## src/rtl/bffa_pkg.sv

```systemverilog
`default_nettype none
package bffa_pkg;

  localparam int GROUPS          = 16;
  localparam int BYTES_PER_GROUP = 1024;
  localparam int STORE_BYTES     = GROUPS * BYTES_PER_GROUP;
  localparam int BIT_LIMIT       = BYTES_PER_GROUP * 8;

  localparam int ADDR_W  = (STORE_BYTES > 1) ? $clog2(STORE_BYTES) : 1;
  localparam int GRP_W   = (GROUPS > 1) ? $clog2(GROUPS) : 1;
  localparam int BYTE_W  = (BYTES_PER_GROUP > 1) ? $clog2(BYTES_PER_GROUP) : 1;
  localparam int GCNT_W  = $clog2(GROUPS + 1);
  localparam int BITS_W  = $clog2(BIT_LIMIT + 1);
  localparam int NB_W    = $clog2(BYTES_PER_GROUP + 1);

  localparam int IPG_W   = 14;
  localparam int GC_W    = 5;
  localparam int IPG_RST = 8192;
  localparam int GC_RST  = 16;

  localparam int IN_ADDR_W   = 14;
  localparam int VAL_W       = 8;
  localparam int NUM_W       = 18;
  localparam int IN_TDATA_W  = 24;
  localparam int OUT_TDATA_W = 24;
  localparam int CFG_AW      = 3;
  localparam int CFG_DW      = 32;

  localparam logic OP_LOAD  = 1'b0;
  localparam logic OP_CLAIM = 1'b1;

  localparam logic REG_IPG = 1'b0;
  localparam logic REG_GC  = 1'b1;

  typedef enum logic [1:0] {
    ST_CLAIMED = 2'd0,
    ST_FULL    = 2'd1,
    ST_LOAD    = 2'd2
  } status_t;

  typedef struct packed {
    logic [IPG_W-1:0] ipg;
    logic [GC_W-1:0]  gc;
  } cfg_t;

  typedef struct packed {
    logic [NUM_W-1:0] num;
    status_t          status;
  } res_t;

endpackage
`default_nettype wire

```

## src/rtl/bffa_cfg.sv

```systemverilog
`default_nettype none
module bffa_cfg
  import bffa_pkg::*;
(
  input  wire logic              clk,
  input  wire logic              rst_n,
  input  wire logic              psel,
  input  wire logic              penable,
  input  wire logic              pwrite,
  input  wire logic [CFG_AW-1:0] paddr,
  input  wire logic [CFG_DW-1:0] pwdata,
  output logic      [CFG_DW-1:0] prdata,
  output logic                   pready,
  output cfg_t                   cfg
);

  logic [IPG_W-1:0] ipg_r, ipg_nxt;
  logic [GC_W-1:0]  gc_r, gc_nxt;
  logic             wr;

  assign pready = 1'b1;
  assign wr     = psel && penable && pwrite && pready;

  always_comb begin
    ipg_nxt = ipg_r;
    gc_nxt  = gc_r;
    if (wr) begin
      case (paddr[2])
        REG_IPG: ipg_nxt = pwdata[IPG_W-1:0];
        REG_GC:  gc_nxt  = pwdata[GC_W-1:0];
        default: ;
      endcase
    end
  end

  always_ff @(posedge clk) begin
    if (!rst_n) begin
      ipg_r <= IPG_W'(IPG_RST);
      gc_r  <= GC_W'(GC_RST);
    end else begin
      ipg_r <= ipg_nxt;
      gc_r  <= gc_nxt;
    end
  end

  assign prdata  = (paddr[2] == REG_GC) ? CFG_DW'(gc_r) : CFG_DW'(ipg_r);
  assign cfg.ipg = ipg_r;
  assign cfg.gc  = gc_r;

endmodule
`default_nettype wire

```

## config.mk

```make
export PLATFORM = sky130hd
export DESIGN_NAME = bffa_cfg
export DESIGN_NICKNAME = d
export VERILOG_FILES = /design/src/rtl/bffa_pkg.sv /design/src/rtl/bffa_cfg.sv
export SDC_FILE = /design/constraint.sdc
export NUM_CORES = 1
export LEC_CHECK = 0
export BUFFER_PORTS_ARGS = -buffer_cell sky130_fd_sc_hd__buf_2
export CORE_ASPECT_RATIO = 0.8
export CORE_MARGIN = 2
export CORE_UTILIZATION = 40
export CTS_CLUSTER_DIAMETER = 60
export DETAILED_ROUTE_END_ITERATION = 16
export PLACE_DENSITY = 0.84
export SLEW_MARGIN = 20
export SYNTH_ARGS = -nofsm -noshare
export SYNTH_HDL_FRONTEND = slang
export SYNTH_SLANG_ARGS = --single-unit
export TNS_END_PERCENT = 1
```

## constraint.sdc

```tcl
create_clock -name clk -period 2.6 [get_ports clk]
set_clock_uncertainty 0.1 [all_clocks]
set_input_delay 0.13 -clock clk [delete_from_list [all_inputs] [get_ports clk]]
set_output_delay 0.13 -clock clk [all_outputs]
set_load 0.005 [all_outputs]
```

### Yosys cells after proc, flatten, opt, wreduce, memory -nomap -nowiden

Cells that the tools add are included.

* register bits after elaboration: 19
* output and inout port bits: 52
* input port bits: 40
* word-level logic and storage cells: 8

* reductions and logical operators: 4
* multiplexer cells: 1
* bitwise logic cells: 1

Operators by type and width (count)
* 14-bit 2-to-1 mux: 1
* 2-bit AND reduction: 2
* 1-bit logical AND: 2
* 1-bit NOT: 1

### Logic depth before layout (Yosys ltp)

* depth after elaboration: 3
* depth in mapped cells: 5
* gate-level depth less buffers: 2

### Worst setup path after synthesis

No wires, ideal clock.

* kind: input -> output
* start point: input port paddr[2]
* end point: output port prdata[4]
* buffers on the path: 2
* required time: 2.370 ns
* arrival: 0.893 ns
* cell stages on the path: 3
* slack: 1.477 ns
* cell sequence: buf_4 -> clkbuf_1 -> mux2_2

* word-level cells in the longest chain between the ends: 1

Ends and longest elaborated chain
* start: declaration: RTL line bffa_cfg.sv:10 `input wire logic [CFG_AW-1:0] paddr,`
* 14-bit 2-to-1 mux: RTL line bffa_cfg.sv:46 `assign prdata = (paddr[2] == REG_GC) ? CFG_DW'(gc_r) : CFG_DW'(ipg_r);`
* end: declaration: RTL line bffa_cfg.sv:12 `output logic [CFG_DW-1:0] prdata,`

Every way passes these cells.

### Final worst setup path

* start point: register gc_r[4]
* end point: output port prdata[4]

* word-level cells in the longest chain between the ends: 1

Ends and longest elaborated chain
* start: declaration: RTL line bffa_cfg.sv:18 `logic [GC_W-1:0] gc_r, gc_nxt;`
* start signal: assignment: RTL line bffa_cfg.sv:39 `gc_r <= GC_W'(GC_RST);`
* start signal: assignment: RTL line bffa_cfg.sv:42 `gc_r <= gc_nxt;`
* 14-bit 2-to-1 mux: RTL line bffa_cfg.sv:46

Every way passes these cells.

==> run metrics <==
drt first-iter violations 17; normalized max-slew margin between 60% and 70%; largest net degree at the start of global routing 35; DRC Markers 0; Routed Wire Length 2165 um; grt ovf 0; Via density 4.182; # diodes 0; post-route ant nets 0; GRT Max-Usage Layer met2; outcome complete, no violations; vias 895; Root Buffer clkbuf_4; CP Launch Type flop; final period utilization 48.01%; met2 Use GR about a quarter; most common cell after layout, fill and taps aside buf_2; post-DP HPWL 1442 um; core area ~2500 sq um; Mapped Area 1045 sq um; Reg clk slew, reported paths 110 ps; synthesized area per cell 8.930 sq um; dominant cells by area after synthesis dfxtp_1 36%, mux2i_1 18%, buf_4 14%; grt met1 use between 10% and 20%; nets between 200 and 250; num rows 16; total CTS buffers 3; antenna violations before repair 0; Period minus WS final approximately 1200 ps; vias in the first global route 725; DR WL/cell roughly 10 um; CTS tree yes; PwrDens between 300 and 400 nW/um^2; hold path cells 3; Die W 61.14 um; Critical Path End Type output pin; clock buffer depth 2; Placer Congestion between 0.6 and 0.7; IO buf count 52; Fin. Hold Viols 0; Hold Path Class primary input to flop; met3 usage about 3.7%; CTS sink cnt 19; setup TNS 0 ps; Synth top area share 36.41%; critical path type flop to output pin; DIE AREA ~3000 sq um; share of cells above drive strength 1 34.83%; most frequent cells in the layout 52 x buf_2, 30 x nand2_1, 19 x mux2i_1, 19 x conb_1, 19 x dfxtp_1; clk_lat worst skew 290 ps; Area Growth Syn to Fin 32.93%; first-pass GRT wire length 3236 um; Netlist cell types 12; sequential share of the synthesized area a little over a third; total I/O pin count just over 90; Initial Util a little over two fifths; maximum vdd drop 203.1 uV; leakage 0.7253 nW; Worst R2R Path Depth 2; setup bufs post-CTS 0; H-Tree Depth 1; RSZ-0062 raised after global routing no; Fin Hold WS 246.9 ps; Synth warnings 0; CP required 2370 ps; final setup fails 0; Synth Instances 117; slew of the pin with the lowest slew margin 540.6 ps; Detailed Routing Iterations Pass 1 3; crit-path max FO 3; FF+latch count, synth 19; leading area contributor after synthesis dfxtp_1; max-slew violations 0; Die Span Y 49.71 um; FILL cells between 200 and 250; WP data arrival 1020 ps; gr usage total 13.98%; fmax between 0.8 and 0.9 GHz; max_cap viols 0
## path summary, 6_finish.rpt
path         startpoint   endpoint  slack, ps
min reg2reg    ipg_r[5]   ipg_r[5]        370
max reg2reg     gc_r[4]    gc_r[4]       1860
min               rst_n  ipg_r[12]        250
max             gc_r[4]  prdata[4]       1350
## critical path, cell delays in order, from the launching register on
cell and delay (ps):
dfxtp_1 340, mux2_2 260, buf_2 130
## kinds of logic (layout without fill, tap and decap cells)
logic type | Yosys count | count (layout) | synth area share (%)
flops | 19 | 19 | 36.41
other cells | 2 | 19 | 0.7188
simple gates | 45 | 45 | 20.12
buf+inv | 27 | 71 | 19.16
mux | 24 | 24 | 23.59
## where the power goes
| part | switching (mW) | internal, mW |
|---|---|---|
| logic | 0.0409 | 0.0452 |
| registers | 0.00414 | 0.297 |
| clock network | 0.0881 | 0.0571 |
## registers in the layout, summed over array words and instances (netlist names)
signal / count
gc_r: 5
ipg_r: 14
## final cells by class
type                       count  area, sq um  share of cell area [%]
sequential                    19        380.4                   27.39
multi-input combinational     88        528.0                   38.02
clock inverter                 1        5.005                  0.3604
clock buffer                   3        22.52                   1.622
timing repair buffer          67        407.9                   29.37
tap                           36        45.04                   3.243
## Yosys cell counts
master	instances
nand4_1	1
mux2i_1	19
dfxtp_1	19
mux2_2	5
buf_4	20
and4b_1	1
clkbuf_1	5
buf_6	1
nor2b_1	13
nand2_1	30
conb_1	2
buf_12	1
## stage by stage
| stage | instances | cell area (sq um) | power, mW | setup slack (ps) | utilization [%] |
|---|---|---|---|---|---|
| 2_1_floorplan | 134 | 1109 | 0.3717 | 1477 | - |
| 3_3_place_gp | 196 | 1221 | 0.3757 | 1331 | 49.59 |
| 3_5_place_dp | 196 | 1221 | 0.3767 | 1317 | 49.59 |
| 4_1_cts | 214 | 1389 | 0.5397 | 1341 | 56.40 |
| 5_1_grt | 214 | 1389 | 0.5641 | 1293 | 56.40 |
| 6_report | 214 | 1389 | 0.5329 | 1352 | 56.40 |
## metal layers
| layer | wire, um | share of wire, % |
|---|---|---|
| met1 | 964 | 45 |
| met2 | 1035 | 48 |
| met3 | 145 | 6.7 |
| met4 | 19 | 0.88 |
| met5 | 0 | 0 |
## repair_timing
item | CTS | global route
endpoints found under the hold margin | 18 | 0
gates resized for setup | 0 | 0
hold buffers | 14 | 0
setup endpoints to repair | 0 | 0
Note: power is estimated with default switching activity, not from simulation.
